===== src/rtl/mct_pkg.sv =====
// shared types, codes and helpers for the mm:ss countdown timer with lockout
// no dependencies

package mct_pkg;

    localparam int unsigned CFG_W       = 16;
    localparam int unsigned CFG_INDEX_W = 3;
    localparam int unsigned IN_DATA_W   = 8;
    localparam int unsigned OUT_DATA_W  = 24;

    // configuration register indexes
    localparam logic [CFG_INDEX_W-1:0] REG_LONG_PRESS   = 3'd0;
    localparam logic [CFG_INDEX_W-1:0] REG_BEEP         = 3'd1;
    localparam logic [CFG_INDEX_W-1:0] REG_BLINK_HALF   = 3'd2;
    localparam logic [CFG_INDEX_W-1:0] REG_CHASE_STEP   = 3'd3;
    localparam logic [CFG_INDEX_W-1:0] REG_TICKS_PER_S  = 3'd4;

    // reset values of the configuration registers
    localparam logic [CFG_W-1:0] LONG_PRESS_RST  = 16'd1500;
    localparam logic [CFG_W-1:0] BEEP_RST        = 16'd400;
    localparam logic [CFG_W-1:0] BLINK_HALF_RST  = 16'd500;
    localparam logic [CFG_W-1:0] CHASE_STEP_RST  = 16'd201;
    localparam logic [CFG_W-1:0] TICKS_PER_S_RST = 16'd1000;

    // digit ranges
    localparam logic [3:0] DIGIT_MAX     = 4'd9;
    localparam logic [3:0] SEC_TENS_MAX  = 4'd5;
    localparam logic [1:0] SEC_TENS_POS  = 2'd2;
    localparam logic [2:0] CURSOR_LAST   = 3'd4;

    typedef enum logic [2:0] {
        KEY_NONE,
        KEY_ONE,
        KEY_TWO,
        KEY_THREE_SHORT,
        KEY_THREE_LONG
    } key_t;

    typedef struct packed {
        logic [CFG_W-1:0] beep_ticks;
        logic [CFG_W-1:0] blink_half_ticks;
        logic [CFG_W-1:0] chase_step_ticks;
        logic [CFG_W-1:0] ticks_per_second;
    } timer_cfg_t;

    typedef struct packed {
        logic [3:0] minutes_tens;
        logic [3:0] minutes_ones;
        logic [2:0] seconds_tens;
        logic [3:0] seconds_ones;
        logic [2:0] blanked_digit;
        logic [3:0] leds_lit;
        logic       beeper_on;
        logic       counting;
    } result_t;

    // top value of the digit at a position (seconds tens stops at five)
    function automatic logic [3:0] digit_limit(input logic [1:0] pos);
        digit_limit = (pos == SEC_TENS_POS) ? SEC_TENS_MAX : DIGIT_MAX;
    endfunction

endpackage


===== src/rtl/mct_keys.sv =====
// key press decoder: new-press detection and short/long key-3 timing
// depends on mct_pkg

module mct_keys
    import mct_pkg::*;
(
    input  logic             clk,
    input  logic             rst_n,
    input  logic             en,
    input  logic             key_one_down,
    input  logic             key_two_down,
    input  logic             key_three_down,
    input  logic [CFG_W-1:0] long_press_ticks,
    output key_t             key
);

    logic             keys_released_reg, keys_released_next;
    logic             long_seen_reg, long_seen_next;
    logic             held_reg, held_next;
    logic [CFG_W-1:0] hold_reg, hold_next;

    always_comb
    begin
        logic any_down;
        any_down           = key_one_down | key_two_down | key_three_down;
        key                = KEY_NONE;
        keys_released_next = keys_released_reg;
        long_seen_next     = long_seen_reg;
        held_next          = held_reg;
        hold_next          = hold_reg;

        if (keys_released_reg && any_down)
        begin
            keys_released_next = 1'b0;
            long_seen_next     = 1'b0;
            if (key_one_down)
                key = KEY_ONE;
            else if (key_two_down)
                key = KEY_TWO;
            else
            begin
                held_next = 1'b1;
                hold_next = '0;
            end
        end
        else if (!any_down)
        begin
            keys_released_next = 1'b1;
            if (held_reg && (hold_reg < long_press_ticks) && !long_seen_reg)
                key = KEY_THREE_SHORT;
            held_next = 1'b0;
        end

        if (held_next && (hold_next >= long_press_ticks) && !long_seen_next)
        begin
            key            = KEY_THREE_LONG;
            long_seen_next = 1'b1;
        end

        // hold time saturates
        if (held_next && (hold_next != '1))
            hold_next = hold_next + CFG_W'(1);
    end

    always_ff @(posedge clk or negedge rst_n)
    begin
        if (!rst_n)
        begin
            keys_released_reg <= 1'b1;
            long_seen_reg     <= 1'b0;
            held_reg          <= 1'b0;
            hold_reg          <= '0;
        end
        else if (en)
        begin
            keys_released_reg <= keys_released_next;
            long_seen_reg     <= long_seen_next;
            held_reg          <= held_next;
            hold_reg          <= hold_next;
        end
    end

endmodule


===== src/rtl/mct_core.sv =====
// timer core: digit edit, start/pause, contestant lockout, tick timers, countdown
// depends on mct_pkg

module mct_core
    import mct_pkg::*;
(
    input  logic       clk,
    input  logic       rst_n,
    input  logic       en,
    input  key_t       key,
    input  timer_cfg_t cfg,
    output result_t    result
);

    logic [3:0]       digit_reg [4];
    logic [3:0]       digit_next [4];
    logic [2:0]       cursor_reg, cursor_next;
    logic             run_reg, run_next;
    logic             armed_reg, armed_next;
    logic             started_reg, started_next;
    logic             finished_reg, finished_next;
    logic [1:0]       taken_reg, taken_next;
    logic [3:0]       led_reg, led_next;
    logic [CFG_W-1:0] beep_cnt_reg, beep_cnt_next;
    logic             beep_reg, beep_next;
    logic [CFG_W-1:0] blink_cnt_reg, blink_cnt_next;
    logic             blink_phase_reg, blink_phase_next;
    logic [CFG_W-1:0] chase_cnt_reg, chase_cnt_next;
    logic [1:0]       chase_idx_reg, chase_idx_next;
    logic [CFG_W-1:0] sec_cnt_reg, sec_cnt_next;

    always_comb
    begin
        logic [1:0] pos;
        logic       editing;
        logic       racing;
        logic       hit;
        logic       who;
        logic [3:0] cur_digit;

        pos       = cursor_reg[1:0] - 2'd1;
        editing   = !started_reg && !finished_reg;
        racing    = started_reg && armed_reg && !finished_reg;
        hit       = 1'b0;
        who       = 1'b0;
        cur_digit = digit_reg[pos];

        digit_next       = digit_reg;
        cursor_next      = cursor_reg;
        run_next         = run_reg;
        armed_next       = armed_reg;
        started_next     = started_reg;
        finished_next    = finished_reg;
        taken_next       = taken_reg;
        led_next         = led_reg;
        beep_cnt_next    = beep_cnt_reg;
        beep_next        = beep_reg;
        blink_cnt_next   = blink_cnt_reg;
        blink_phase_next = blink_phase_reg;
        chase_cnt_next   = chase_cnt_reg;
        chase_idx_next   = chase_idx_reg;
        sec_cnt_next     = sec_cnt_reg;

        unique case (key)
            KEY_ONE:
            begin
                if (editing)
                    cursor_next = (cursor_reg >= CURSOR_LAST) ? 3'd0 : cursor_reg + 3'd1;
                else if (racing)
                begin
                    hit = 1'b1;
                    who = 1'b0;
                end
            end
            KEY_TWO:
            begin
                if (editing)
                begin
                    if (cursor_reg != 3'd0)
                        digit_next[pos] = (cur_digit >= digit_limit(pos)) ?
                                          4'd0 : cur_digit + 4'd1;
                end
                else if (racing)
                begin
                    hit = 1'b1;
                    who = 1'b1;
                end
            end
            KEY_THREE_SHORT:
            begin
                if (cursor_reg == 3'd0)
                begin
                    started_next = 1'b1;
                    if (!armed_reg)
                    begin
                        // digits themselves hold the remaining time
                        taken_next = 2'b00;
                        run_next   = 1'b1;
                        armed_next = 1'b1;
                    end
                    else
                    begin
                        run_next   = 1'b0;
                        armed_next = 1'b0;
                        led_next   = 4'd0;
                    end
                end
                else
                    digit_next[pos] = (cur_digit == 4'd0) ? digit_limit(pos) : cur_digit - 4'd1;
            end
            KEY_THREE_LONG:
            begin
                for (int i = 0; i < 4; i++)
                    digit_next[i] = 4'd0;
                started_next  = 1'b0;
                beep_next     = 1'b0;
                run_next      = 1'b0;
                finished_next = 1'b0;
                armed_next    = 1'b0;
                cursor_next   = 3'd0;
                led_next      = 4'd0;
            end
            default:
            begin
            end
        endcase

        // first contestant locks out the other
        if (hit)
        begin
            taken_next[who] = 1'b1;
            if (!taken_reg[!who])
            begin
                run_next      = 1'b0;
                led_next      = led_next | (4'd1 << who);
                beep_cnt_next = cfg.beep_ticks;
                beep_next     = 1'b1;
            end
        end

        if (finished_next)
            led_next = 4'd1 << chase_idx_reg;

        blink_cnt_next = blink_cnt_reg + CFG_W'(1);
        if (blink_cnt_next >= cfg.blink_half_ticks)
        begin
            blink_cnt_next   = '0;
            blink_phase_next = !blink_phase_reg;
        end

        chase_cnt_next = chase_cnt_reg + CFG_W'(1);
        if (chase_cnt_next >= cfg.chase_step_ticks)
        begin
            chase_cnt_next = '0;
            chase_idx_next = chase_idx_reg + 2'd1;
        end

        if (beep_cnt_next != '0)
        begin
            beep_cnt_next = beep_cnt_next - CFG_W'(1);
            if (beep_cnt_next == '0)
                beep_next = 1'b0;
        end

        // countdown: one bcd step per second, mm:ss with a six-state seconds tens
        if (run_next)
        begin
            sec_cnt_next = sec_cnt_reg + CFG_W'(1);
            if (sec_cnt_next >= cfg.ticks_per_second)
            begin
                sec_cnt_next = '0;
                if ((digit_next[0] | digit_next[1] | digit_next[2] | digit_next[3]) != 4'd0)
                begin
                    if (digit_next[3] != 4'd0)
                        digit_next[3] = digit_next[3] - 4'd1;
                    else
                    begin
                        digit_next[3] = DIGIT_MAX;
                        if (digit_next[2] != 4'd0)
                            digit_next[2] = digit_next[2] - 4'd1;
                        else
                        begin
                            digit_next[2] = SEC_TENS_MAX;
                            if (digit_next[1] != 4'd0)
                                digit_next[1] = digit_next[1] - 4'd1;
                            else
                            begin
                                digit_next[1] = DIGIT_MAX;
                                digit_next[0] = digit_next[0] - 4'd1;
                            end
                        end
                    end
                end
                if ((digit_next[0] | digit_next[1] | digit_next[2] | digit_next[3]) == 4'd0)
                begin
                    beep_next     = 1'b1;
                    finished_next = 1'b1;
                    run_next      = 1'b0;
                end
            end
        end

        result.minutes_tens  = digit_next[0];
        result.minutes_ones  = digit_next[1];
        result.seconds_tens  = digit_next[2][2:0];
        result.seconds_ones  = digit_next[3];
        result.blanked_digit = (cursor_next != 3'd0 && !blink_phase_next) ? cursor_next : 3'd0;
        result.leds_lit      = led_next;
        result.beeper_on     = beep_next;
        result.counting      = run_next;
    end

    always_ff @(posedge clk or negedge rst_n)
    begin
        if (!rst_n)
        begin
            for (int i = 0; i < 4; i++)
                digit_reg[i] <= 4'd0;
            cursor_reg      <= 3'd0;
            run_reg         <= 1'b0;
            armed_reg       <= 1'b0;
            started_reg     <= 1'b0;
            finished_reg    <= 1'b0;
            taken_reg       <= 2'b00;
            led_reg         <= 4'd0;
            beep_cnt_reg    <= '0;
            beep_reg        <= 1'b0;
            blink_cnt_reg   <= '0;
            blink_phase_reg <= 1'b1;
            chase_cnt_reg   <= '0;
            chase_idx_reg   <= 2'd0;
            sec_cnt_reg     <= '0;
        end
        else if (en)
        begin
            digit_reg       <= digit_next;
            cursor_reg      <= cursor_next;
            run_reg         <= run_next;
            armed_reg       <= armed_next;
            started_reg     <= started_next;
            finished_reg    <= finished_next;
            taken_reg       <= taken_next;
            led_reg         <= led_next;
            beep_cnt_reg    <= beep_cnt_next;
            beep_reg        <= beep_next;
            blink_cnt_reg   <= blink_cnt_next;
            blink_phase_reg <= blink_phase_next;
            chase_cnt_reg   <= chase_cnt_next;
            chase_idx_reg   <= chase_idx_next;
            sec_cnt_reg     <= sec_cnt_next;
        end
    end

endmodule


===== src/rtl/mmss_countdown_timer_with_lockout.sv =====
// top level of the mm:ss countdown timer with contestant lockout
// depends on mct_pkg, mct_keys and mct_core

// Each input transfer is one 1 ms tick carrying the three key levels; each one
// yields exactly one status transfer (digits, blink position, LEDs, beeper,
// counting). A tick is taken every clock cycle as long as the output register
// is empty or being drained, and its status appears in the output register on
// the next cycle: throughput is one tick per cycle, with the single state
// update done in the logic between the input handshake and the output
// register. Key 1 steps the edit cursor over the four digits, key 2 raises and
// a short key-3 press lowers the selected digit; with no digit selected a short
// key-3 press starts or pauses the countdown. While running, the first
// contestant key (1 or 2) lights its LED, stops the run and beeps for
// beep_ticks. At zero the beeper stays on and the LEDs chase. A long key-3
// press clears everything. Timing registers are written through the cfg
// channel, which is always ready; write them only while no tick is in flight.

module mmss_countdown_timer_with_lockout
    import mct_pkg::*;
(
    input  logic                   clk,
    input  logic                   rst_n,
    // tick input
    input  logic                   s_axis_tvalid,
    output logic                   s_axis_tready,
    input  logic [IN_DATA_W-1:0]   s_axis_tdata,   // key_one_down, key_two_down, key_three_down, zeros
    // status output
    output logic                   m_axis_tvalid,
    input  logic                   m_axis_tready,
    output logic [OUT_DATA_W-1:0]  m_axis_tdata,   // minutes_tens[4], minutes_ones[4],
                                                   // seconds_tens[3], seconds_ones[4],
                                                   // blanked_digit[3], leds_lit[4],
                                                   // beeper_on, counting
    // configuration writes
    input  logic                   cfg_valid,
    output logic                   cfg_ready,
    input  logic [CFG_INDEX_W-1:0] cfg_index,
    input  logic [CFG_W-1:0]       cfg_data
);

    logic [CFG_W-1:0]      long_press_reg;
    timer_cfg_t            timer_cfg_reg;
    logic                  m_valid_reg;
    logic [OUT_DATA_W-1:0] m_data_reg, m_data_next;
    logic                  in_fire;
    key_t                  key;
    result_t               result;

    // tick is taken whenever the output slot frees up this cycle
    assign s_axis_tready = !m_valid_reg || m_axis_tready;
    assign in_fire       = s_axis_tvalid && s_axis_tready;
    assign cfg_ready     = 1'b1;

    always_ff @(posedge clk or negedge rst_n)
    begin
        if (!rst_n)
        begin
            long_press_reg                 <= LONG_PRESS_RST;
            timer_cfg_reg.beep_ticks       <= BEEP_RST;
            timer_cfg_reg.blink_half_ticks <= BLINK_HALF_RST;
            timer_cfg_reg.chase_step_ticks <= CHASE_STEP_RST;
            timer_cfg_reg.ticks_per_second <= TICKS_PER_S_RST;
        end
        else if (cfg_valid)
        begin
            unique case (cfg_index)
                REG_LONG_PRESS:  long_press_reg                 <= cfg_data;
                REG_BEEP:        timer_cfg_reg.beep_ticks       <= cfg_data;
                REG_BLINK_HALF:  timer_cfg_reg.blink_half_ticks <= cfg_data;
                REG_CHASE_STEP:  timer_cfg_reg.chase_step_ticks <= cfg_data;
                REG_TICKS_PER_S: timer_cfg_reg.ticks_per_second <= cfg_data;
                default:
                begin
                end
            endcase
        end
    end

    mct_keys u_keys (
        .clk              (clk),
        .rst_n            (rst_n),
        .en               (in_fire),
        .key_one_down     (s_axis_tdata[0]),
        .key_two_down     (s_axis_tdata[1]),
        .key_three_down   (s_axis_tdata[2]),
        .long_press_ticks (long_press_reg),
        .key              (key)
    );

    mct_core u_core (
        .clk    (clk),
        .rst_n  (rst_n),
        .en     (in_fire),
        .key    (key),
        .cfg    (timer_cfg_reg),
        .result (result)
    );

    // pack the status, first field lowest
    assign m_data_next = {result.counting, result.beeper_on, result.leds_lit,
                          result.blanked_digit, result.seconds_ones, result.seconds_tens,
                          result.minutes_ones, result.minutes_tens};

    // output register
    always_ff @(posedge clk or negedge rst_n)
    begin
        if (!rst_n)
            m_valid_reg <= 1'b0;
        else if (in_fire)
            m_valid_reg <= 1'b1;
        else if (m_axis_tready)
            m_valid_reg <= 1'b0;
    end

    always_ff @(posedge clk)
    begin
        if (in_fire)
            m_data_reg <= m_data_next;
    end

    assign m_axis_tvalid = m_valid_reg;
    assign m_axis_tdata  = m_data_reg;

    // every accepted tick leaves a status in the output register
    a_tick_gives_status : assert property (@(posedge clk) disable iff (!rst_n)
        in_fire |=> m_axis_tvalid)
        else $error("accepted tick produced no status");

    // digit ranges and blink position stay legal
    a_fields_in_range : assert property (@(posedge clk) disable iff (!rst_n)
        m_axis_tvalid |-> (m_axis_tdata[10:8] <= 3'd5) && (m_axis_tdata[17:15] <= 3'd4))
        else $error("status field out of range");

    // a running countdown never has a digit under edit
    a_no_blink_while_running : assert property (@(posedge clk) disable iff (!rst_n)
        (m_axis_tvalid && m_axis_tdata[23]) |-> (m_axis_tdata[17:15] == 3'd0))
        else $error("digit blanked while counting");

endmodule


===== config.mk =====
export PLATFORM = sky130hd
export DESIGN_NAME = mmss_countdown_timer_with_lockout
export DESIGN_NICKNAME = d
export VERILOG_FILES = /design/src/rtl/mct_pkg.sv /design/src/rtl/mct_keys.sv /design/src/rtl/mct_core.sv /design/src/rtl/mmss_countdown_timer_with_lockout.sv
export SDC_FILE = /design/constraint.sdc
export NUM_CORES = 1
export LEC_CHECK = 0
export ABC_AREA = 1
export ABC_CLOCK_PERIOD_IN_PS = 5300
export BUFFER_PORTS_ARGS = -buffer_cell sky130_fd_sc_hd__buf_2
export CAP_MARGIN = 20
export CORE_ASPECT_RATIO = 1.75
export CORE_MARGIN = 3
export CORE_UTILIZATION = 45
export DETAILED_ROUTE_END_ITERATION = 8
export GPL_ROUTABILITY_DRIVEN = 0
export PLACE_DENSITY = 0.66
export SETUP_SLACK_MARGIN = 0.05
export SLEW_MARGIN = 20
export SYNTH_ARGS = -nofsm -noshare
export SYNTH_HDL_FRONTEND = slang
export SYNTH_SLANG_ARGS = --single-unit

===== constraint.sdc =====
create_clock -name clk -period 5.3 [get_ports clk]
set_clock_uncertainty 0.2 [all_clocks]
set_input_delay 0.265 -clock clk [delete_from_list [all_inputs] [get_ports clk]]
set_output_delay 0.265 -clock clk [all_outputs]
set_load 0.02 [all_outputs]

Yosys cells after proc, flatten, opt, wreduce, memory -nomap -nowiden
Cells that the tools add are included.
{"block": "classes", "n_eq_ne": 12, "addsub": 14, "n_reduce_logical": 46, "n_mux": 97, "shifts": 2, "bitwise": 11, "magnitude_cmp": 12}
{"op": "16-bit two-way mux", "count": 18}
{"op": "16-bit by 1-bit adder with 16-bit output, second input constant", "count": 4}
{"op": "16-bit >= comparator", "count": 4}
{"op": "4-bit two-way mux", "count": 15}
{"op": "16-bit one-hot mux with 3 select lines", "count": 1}
{"op": "1-bit two-way mux", "count": 39}
{"op": "16-bit bitwise mux", "count": 2}
{"op": "4-bit OR", "count": 7}
{"op": "4-bit by 1-bit subtractor with 4-bit output, second input constant", "count": 5}
{"op": "3-bit two-way mux", "count": 6}
{"op": "16-bit logical NOT", "count": 1}
{"op": "16-bit < comparator", "count": 1}
{"op": "16-bit != test, second input constant", "count": 1}
{"op": "2-bit AND reduction", "count": 8}
{"op": "16-bit nonzero test", "count": 1}
{"op": "4-bit nonzero test", "count": 4}
{"op": "16-bit by 1-bit subtractor with 16-bit output, second input constant", "count": 1}
{"op": "1-bit logical AND", "count": 13}
{"op": "3-bit by 2-bit equality test with 1-bit output, second input constant", "count": 4}
{"op": "12-bit two-way mux", "count": 1}
{"op": "2-bit two-way mux", "count": 6}
{"op": "4-bit binary-select mux with 2-bit select", "count": 1}
{"op": "4-bit demux with 2-bit select", "count": 1}
{"op": "1-bit logical NOT", "count": 8}
{"op": "other kinds (31)", "count": 42}
{"block": "totals", "register_bits": 221, "input_bits": 32, "wordCells": 224, "out_inout_bits": 27}

Depth between registers and ports, before layout
Gate-level depths: netlist of the first run.
{"block": "depth", "ltp_word": 25, "depth_mapped": 40, "ltp_nobuf": 39}

Hierarchy
Synthesis of the first run repeated with hierarchy kept, for this count alone.
{"block": "unflattened", "cells_unflattened": 2085, "hier_area_um2": 15300.9}
{"module": "mct_core", "area_per_inst_um2": 9016.1, "seq_area_each_um2": 2428.6, "cells_each": 1352, "instances": 1}
{"module": "mmss_countdown_timer_with_lockout", "area_per_inst_um2": 4007.6, "seq_area_each_um2": 2780.2, "cells_each": 388, "instances": 1}
{"module": "mct_keys", "area_per_inst_um2": 2277.2, "seq_area_each_um2": 476.7, "cells_each": 345, "instances": 1}

Worst setup path after synthesis of the first run
Ideal clock, no wire load.
{"block": "synth_timing", "path_type": "reg2reg", "start": "reg u_keys.keys_released_reg", "end": "reg m_data_reg[22] (netlist: m_axis_tdata[22]) (data pin)", "path_slack_ns": 1.012, "setup_ns": 0.254, "n_path_buf": 2, "path_stages_with_launch": 34, "arrival_time_ns": 3.834, "synth_period_minus_slack_ns": 4.288, "required_time_ns": 4.846, "cell_sequence": "dfstp_2 > inv_1 > nor2_4 > nand2_4 > clkbuf_1 > nand2_1 > inv_1 > ha_1 > nand2_1 > inv_1 > o21bai_1 > nand2_1 > a21oi_1 > nand3_1 > nand3_4 > nand4_4 > nor2_4 > nand2_4 > nand2_4 > buf_6 > nand2_1 > o21ai_2 > ha_1 > nand3_1 > clkinv_1 > nand2_1 > nand2_1 > nand2_1 > nor2_1 > nand2_1 > nor2_1 > nand3_1 > nand2_1 > nand2_2"}
{"item": "from (decl)", "line": "mct_keys.sv:17", "text": "logic keys_released_reg, keys_released_next;"}
{"item": "from (signal assigned)", "line": "mct_keys.sv:76", "text": "keys_released_reg <= keys_released_next;"}
{"item": "to (signal assigned)", "line": "mmss_countdown_timer_with_lockout.sv:118", "text": "m_data_reg <= m_data_next;"}
{"item": "to (decl)", "line": "mmss_countdown_timer_with_lockout.sv:44", "text": "logic [OUT_DATA_W-1:0] m_data_reg, m_data_next;"}

==> results of run 1 <==
==> critical path: cells and delay by family (launching register included) <==
| kind | cells | cell delay, ns |
|---|---|---|
| AND/OR/NAND/NOR | 22 | 3.20 |
| flip-flops | 1 | 0.54 |
| buffers and inverters | 3 | 0.42 |
| adder cells (fa/ha/maj) | 1 | 0.29 |
| AO/OA/AOI/OAI | 1 | 0.14 |
==> layout by cell type (no fill, tap or decap), types with 3 or more instances in the layout <==
cell,instances
nand2_1,542
inv_1,300
o21ai_0,217
dfrtp_1,169
nand3_1,140
nor2_1,133
ha_1,100
xor2_1,55
buf_2,51
a21oi_1,36
clkbuf_16,28
dfstp_2,28
edfxtp_1,24
nand4_1,23
nor3_1,20
dlygate4sd3_1,19
nand2_2,17
buf_4,17
nor2_2,16
o211ai_1,13
inv_2,12
o22ai_1,12
nor2_4,11
o21ai_1,8
nand3b_1,8
o211ai_2,5
a31oi_1,5
clkinv_2,5
nand2_4,4
o21ai_2,4
nand3_2,4
o21bai_1,3
nand3_4,3
o31ai_1,3
bufinv_16,3
==> path summary, 6_finish.rpt <==
| check | startpoint | endpoint | slack, ns |
|---|---|---|---|
| worst max-delay path | u_keys.keys_released_reg | u_core.beep_reg | 0.41 |
| worst min-delay path | s_axis_tvalid | m_axis_tvalid | 0.07 |
| worst max register to register | u_keys.keys_released_reg | u_core.beep_reg | 0.41 |
| worst min register to register | u_core.blink_phase_reg | u_core.blink_phase_reg | 0.28 |
| max in group asynchronous | rst_n | u_core.sec_cnt_reg[5] | 3.46 |
| min in group asynchronous | rst_n | u_keys.hold_reg[7] | 0.18 |
==> logic make-up after synthesis <==
logic type,count (synthesis)
flops,221
fa+ha+maj,101
buf+inv,370
simple gates,933
xor+xnor,55
other cells,1
mux,1
compound gates,319
==> metrics by stage <==
step / hold WS [ns] / area [sq um] / util / total power, W
after floorplan: -0.231 / 14800 / - / 0.00599
after global placement: 0.241 / 15400 / 0.477 / 0.00707
after detailed placement: 0.246 / 15400 / 0.477 / 0.00720
after CTS: 0.0512 / 16500 / 0.511 / 0.00912
after global routing: 0.0782 / 16600 / 0.512 / 0.00993
final: 0.0656 / 16600 / 0.512 / 0.00913
==> Yosys cell counts (5+ instances only) <==
| cell | count |
|---|---|
| edfxtp_1 | 24 |
| nand4_1 | 23 |
| nor2_1 | 134 |
| nand2_1 | 542 |
| nand3b_1 | 8 |
| o22ai_1 | 12 |
| nand2_2 | 17 |
| nor2_2 | 16 |
| dfrtp_1 | 169 |
| buf_1 | 6 |
| buf_2 | 5 |
| dfstp_2 | 28 |
| nor3_1 | 20 |
| ha_1 | 101 |
| o21ai_1 | 8 |
| clkbuf_1 | 32 |
| a21oi_1 | 37 |
| o21ai_0 | 217 |
| nor2_4 | 10 |
| o211ai_2 | 5 |
| nand3_1 | 140 |
| buf_4 | 6 |
| a31oi_1 | 5 |
| inv_1 | 300 |
| xor2_1 | 55 |
| o211ai_1 | 13 |
| inv_2 | 13 |
==> power by group through the flow <==
| stage | Sequential [W] | Combinational (W) | Clock (W) |
|---|---|---|---|
| after detailed placement | 0.00260 | 0.00461 | 0 |
| after global routing | 0.00263 | 0.00532 | 0.00198 |
| after floorplan | 0.00256 | 0.00343 | 0 |
| final | 0.00257 | 0.00469 | 0.00187 |
| after global placement | 0.00258 | 0.00449 | 0 |
| after CTS | 0.00257 | 0.00464 | 0.00191 |
==> what timing repair did <==
item / 4_1_cts / 5_1_grt
setup buffers: 0 / 2
hold buffers: 19 / 0
resized for setup: 0 / 5
endpoints found under the setup margin: 0 / 3
endpoints found under the hold margin: 172 / 0
==> layout make-up <==
type                            instances  area (sq um)
Inverter                              315          1190
Multi-Input combinational cell       1410          7690
Sequential cell                       221          5690
Tap cell                              400           500
Clock inverter                         15           189
Fill cell                            3151         15800
Clock buffer                           29           704
Timing Repair Buffer                   90           613
==> routing by layer <==
metal,share of wire,track usage
met1,0.37,0.236
met2,0.53,0.424
met3,0.034,0.0243
met4,0.063,0.131
met5,0,0
==> metrics.md, run 1 <==
| Metric | Value |
|---|---|
| Status | `finished, final reports clean` |
| Nets | `2195` |
| DR DRC count | `0` |
| Clock insertion delay at the later pin of the skew report | `0.55 ns` |
| Die area | `0.0353 sq mm` |
| Die Ht | `246 um` |
| Arr. time, crit path | `5.18 ns` |
| PD cells | `551 mW/mm^2` |
| CP Class | `flip-flop to flip-flop` |
| Slew Limit Fails | `0` |
| Wirelength per Cell | `15.7 um` |
| Post-route setup slack | `0.406 ns` |
| Largest family of logic cells by synthesized area | `simple AND/OR/NAND/NOR gates` |
| RSZ-0062 raised after global routing | `no` |
| Async S/R FF share, synth | `0.891` |
| Max_slew headroom | `0.307` |
| Sequential share of the synthesized area | `0.383` |
| Final Hold Fails | `0` |
| Synth Area in XOR/XNOR | `0.0325` |
| Compound-gate portion of the synthesized area | `0.118` |
| # IOs | `59` |
| Adder-Cell Fraction of Synth Area | `0.0852` |
| Slowest CP cell | `dfstp_2` |
| Ys Warns | `0` |
| Post-synthesis mux area share | `0.000675` |
| Req. time, crit path | `5.58 ns` |
| Worst min path class | `primary input to flip-flop` |
| Layout Area Growth over Synthesis | `11.7%` |
| Core Region | `0.0323 sq mm` |
| Minimum clock period | `4.89 ns` |
| Max Root-Sink Buffers | `3` |
| Post-Layout Cell Count | `2480` |
| Top post-synthesis cells by area | `dfrtp_1 29%, nand2_1 14%, ha_1 8.5%` |
| CTS root buf | `clkbuf_16` |
| Initial antenna violation count | `0` |
| Largest net degree at the start of global routing | `110` |
| Netlist Area Pre-Place | `0.0148 sq mm` |
| Clock-pin slew on the worst setup and hold paths | `0.07 ns` |
| Final setup vio count | `0` |
| Layout cells sized above 1 | `0.112` |
| First DRT Iteration DRCs | `618` |
| Clock power share | `0.205` |
| Initial cell density of the core | `0.459` |
| Max VDD drop | `0.294 mV` |
| DR vias | `13.1k` |
| Vias in the first global route | `13.1k` |
| Gate Count Post-Synth | `2001` |
| Placed cells | `2414` |
| Synth Flop Type | `dfrtp_1` |
| Largest register FFs | `64` |
| R2R cell count | `27` |
| Simple-gate portion of the synthesized area | `0.280` |
| Post-route ant nets | `0` |
| Psw | `0.00426 W` |
| Rows | `87` |
| Register bit total from synthesis | `221` |
| Grt total ovfl | `0` |
| Syn Area/Cell | `7.41 sq um` |
| Max Clock Freq | `0.204 GHz` |
| Synth top area share | `0.285` |
| CTS tree | `done` |
| Pre-antenna DRT Iters | `5` |
| Mapped Nets | `2134` |
| Drt via density | `5.28` |
| Ant diodes | `0` |
| Cell variety after synth | `59` |
| Tcrit/Tclk final | `0.923` |
| Tot GR Track Use | `0.225` |
| CP Launch Type | `flip-flop` |
| Port Buf Inserts | `52` |
| Worst Path Max Fanout | `19` |
| CTS Buf Count | `24` |
| Pint | `0.00487 W` |
| Worst slack, placed | `0.364 ns` |
| Die Span X | `143 um` |
| Register share of total power | `0.282` |
| Crit. End Element | `flip-flop` |
| Hold Crit Depth | `4` |
| Leak | `8.47 nW` |
| Critical Path Max Stage Delay | `0.54 ns` |
| Switch share | `0.467` |
| Critical Path Most Common Cell | `nand2_1` |
| First-pass GRT wire length | `63.9 mm` |
| Final wirelength | `39.0 mm` |
| Post-DP HPWL | `29.1 mm` |
| H-tree Lvls | `1` |
| Worst Tran Pin Value | `1.04 ns` |
| Combinational fraction of design power | `0.513` |
| Number of enable flip-flop cells after synthesis | `24` |
| MaxCap Viol Count | `0` |
| Synth area leader | `dfrtp_1` |
| Post-route setup TNS | `0 ns` |
| CTS sink count | `221` |
Note: power is estimated with default switching activity, not from simulation.
==> inputs of run 2 (changes only) <==
--- a/config.mk
+++ b/config.mk
@@ -7,14 +7,14 @@
 export LEC_CHECK = 0
 export ABC_AREA = 1
 export ABC_CLOCK_PERIOD_IN_PS = 5300
-export BUFFER_PORTS_ARGS = -buffer_cell sky130_fd_sc_hd__buf_2
 export CAP_MARGIN = 20
 export CORE_ASPECT_RATIO = 1.75
 export CORE_MARGIN = 3
 export CORE_UTILIZATION = 45
 export DETAILED_ROUTE_END_ITERATION = 8
+export DONT_BUFFER_PORTS = 1
 export GPL_ROUTABILITY_DRIVEN = 0
-export PLACE_DENSITY = 0.66
+export PLACE_DENSITY = 0.65
 export SETUP_SLACK_MARGIN = 0.05
 export SLEW_MARGIN = 20
 export SYNTH_ARGS = -nofsm -noshare
==> run 2 against run 1 <==
  * Die area unchanged
  * Critical endpoint unchanged
  * Cell count is 1.9% lower
  * Sequential power grew 3%
  * Sequential cell count stayed put
  * Worst setup slack got worse by 0.013 ns
  * Critical path depth is 1 higher
  * First-iteration DRC count fell by 13%
  * Register-to-register slack barely moved
  * Critical path type unchanged
==> metrics.md, run 2 (synthesized netlist as in run 1, its figures left out) <==
| Metric | Value |
|---|---|
| Dpl cell area | `0.0152 sq mm` |
| Tot GR Track Use | `0.222` |
| Worst Path Max Fanout | `10` |
| Met1 WL | `14.4 mm` |
| Placed cells | `2363` |
| Worst Tran Pin Value | `1.02 ns` |
| Rows | `87` |
| Layout Area Growth over Synthesis | `9.66%` |
| Tcrit/Tclk final | `0.926` |
| Status | `finished, final reports clean` |
| Die Ht | `246 um` |
| Critical Path Max Stage Delay | `0.42 ns` |
| Grt total ovfl | `0` |
| DR DRC count | `0` |
| Cell class contributing the biggest share of worst-path delay | `simple AND/OR/NAND/NOR gates` |
| DR WL met2 | `21.0 mm` |
| Post-route ant nets | `0` |
| RSZ-0062 raised after global routing | `no` |
| Slew Limit Fails | `0` |
| MaxCap Viol Count | `0` |
| Max VDD drop | `0.282 mV` |
| Layout cells sized above 1 | `0.0876` |
| Most frequent cells in the layout | `542 x nand2_1, 300 x inv_1, 217 x o21ai_0` |
| Nets | `2147` |
| R2r endpoint | `u_core.beep_reg` |
| H-tree Lvls | `1` |
| Initial antenna violation count | `0` |
| Clock-pin slew on the worst setup and hold paths | `0.07 ns` |
| Met3 wire length | `1.11 mm` |
| WP buf/inv | `4` |
| Clock insertion delay at the later pin of the skew report | `0.54 ns` |
| Pre-antenna DRT Iters | `4` |
| Max_slew headroom | `0.320` |
| Minimum clock period | `4.91 ns` |
| Drt via density | `5.27` |
| PD cells | `548 mW/mm^2` |
| Final wirelength | `38.7 mm` |
| Final Hold Fails | `0` |
| RR Startpoint | `u_core.cursor_reg[1]` |
| First DRT Iteration DRCs | `536` |
| Ant diodes | `0` |
| Crit. End Element | `flip-flop` |
| Hold endpoint | `timer_cfg_reg[7]` |
| Vias in the first global route | `12.6k` |
| CTS Buf Count | `24` |
| Critical Path Most Common Cell | `nand2_1` |
| Wirelength per Cell | `15.9 um` |
| Commonest non-fill, non-tap cell in the layout | `nand2_1` |
| Req. time, crit path | `5.58 ns` |
| Hold path start | `cfg_valid` |
| DR vias | `12.8k` |
| Port Buf Inserts | `0` |
| Leak | `8.24 nW` |
| CTS root buf | `clkbuf_16` |
| Arr. time, crit path | `5.19 ns` |
| Initial cell density of the core | `0.459` |
| CTS sink count | `221` |
| R2R cell count | `28` |
| R2R setup slack | `0.39 ns` |
| Post-DP HPWL | `28.6 mm` |
| DR top layer | `met4` |
| Hold Crit Depth | `2` |
| # IOs | `59` |
| Die area | `0.0353 sq mm` |
| Die Span X | `143 um` |
| Post-route setup TNS | `0 ns` |
| Largest net degree at the start of global routing | `198` |
| First-pass GRT wire length | `62.6 mm` |
| Final setup vio count | `0` |
| CP Class | `flip-flop to flip-flop` |
| Post-Layout Cell Count | `2432` |
| Worst min path class | `primary input to flip-flop` |
| Max Root-Sink Buffers | `3` |
| CTS tree | `done` |
| Final Cell Area | `0.0163 sq mm` |
| Largest register FFs | `64` |
| Slowest CP cell | `dfrtp_1` |
| Core Region | `0.0323 sq mm` |
| Max Clock Freq | `0.204 GHz` |
| CP Launch Type | `flip-flop` |
run 2: worst reg2reg max path: cells and delay by family (launching register included):
kind            cells  cell delay, ns
compound gates      5            1.07
fa+ha+maj           2            0.56
buf+inv             4            0.63
flops               1            0.42
simple gates       17            1.97
run 2: area by class of cell:
cell class | instances | area [sq um]
fillers | 3186 | 16100
multi-input cells | 1410 | 7690
flip-flops and latches | 221 | 5690
inverters | 315 | 1190
clock buffers | 33 | 707
well taps | 400 | 500
repair buffers | 42 | 409
clock inverters | 11 | 83.8
run 2: how the worst max path moves through the flow:
stage / cells past startpoint / from / to / slack (ns)
floorplan: 33 / u_keys.keys_released_reg / m_axis_tdata[22] / 1.01
global placement: 28 / u_core.cursor_reg[1] / u_core.beep_reg / 0.43
detailed placement: 28 / u_core.cursor_reg[1] / u_core.beep_reg / 0.43
CTS: 28 / u_core.cursor_reg[1] / u_core.beep_reg / 0.42
global route: 28 / u_keys.keys_released_reg / u_core.beep_reg / 0.06
finish: 28 / u_core.cursor_reg[1] / u_core.beep_reg / 0.39
run 2: repair_timing:
item	CTS	global route
endpoints found under the hold margin	280	0
endpoints found under the setup margin	0	3
gates resized for setup	0	4
hold buffers	21	0
buffers inserted	0	2
run 2: where the power goes:
group	switching, W	internal, W	total [W]
registers	0.000390	0.00225	0.00264
logic	0.00309	0.00149	0.00458
clock network	0.000709	0.000982	0.00169
run 2: metal layers:
metal | track usage | vias up
met3 | 0.0204 | 113
met5 | 0 | -
met4 | 0.112 | 0
li1 | - | 6453
met1 | 0.239 | 5973
met2 | 0.422 | 269
run 2: through the flow:
stage                     setup WS, ns   util  hold slack, ns  power (W)
final                            0.393  0.503          0.0390    0.00891
after global routing            0.0590  0.503          0.0676    0.00972
after CTS                        0.422  0.501          0.0276    0.00892
after detailed placement         0.429  0.469          -0.209    0.00714
after global placement           0.435  0.469          -0.208    0.00701
after floorplan                   1.01      -          -0.231    0.00599
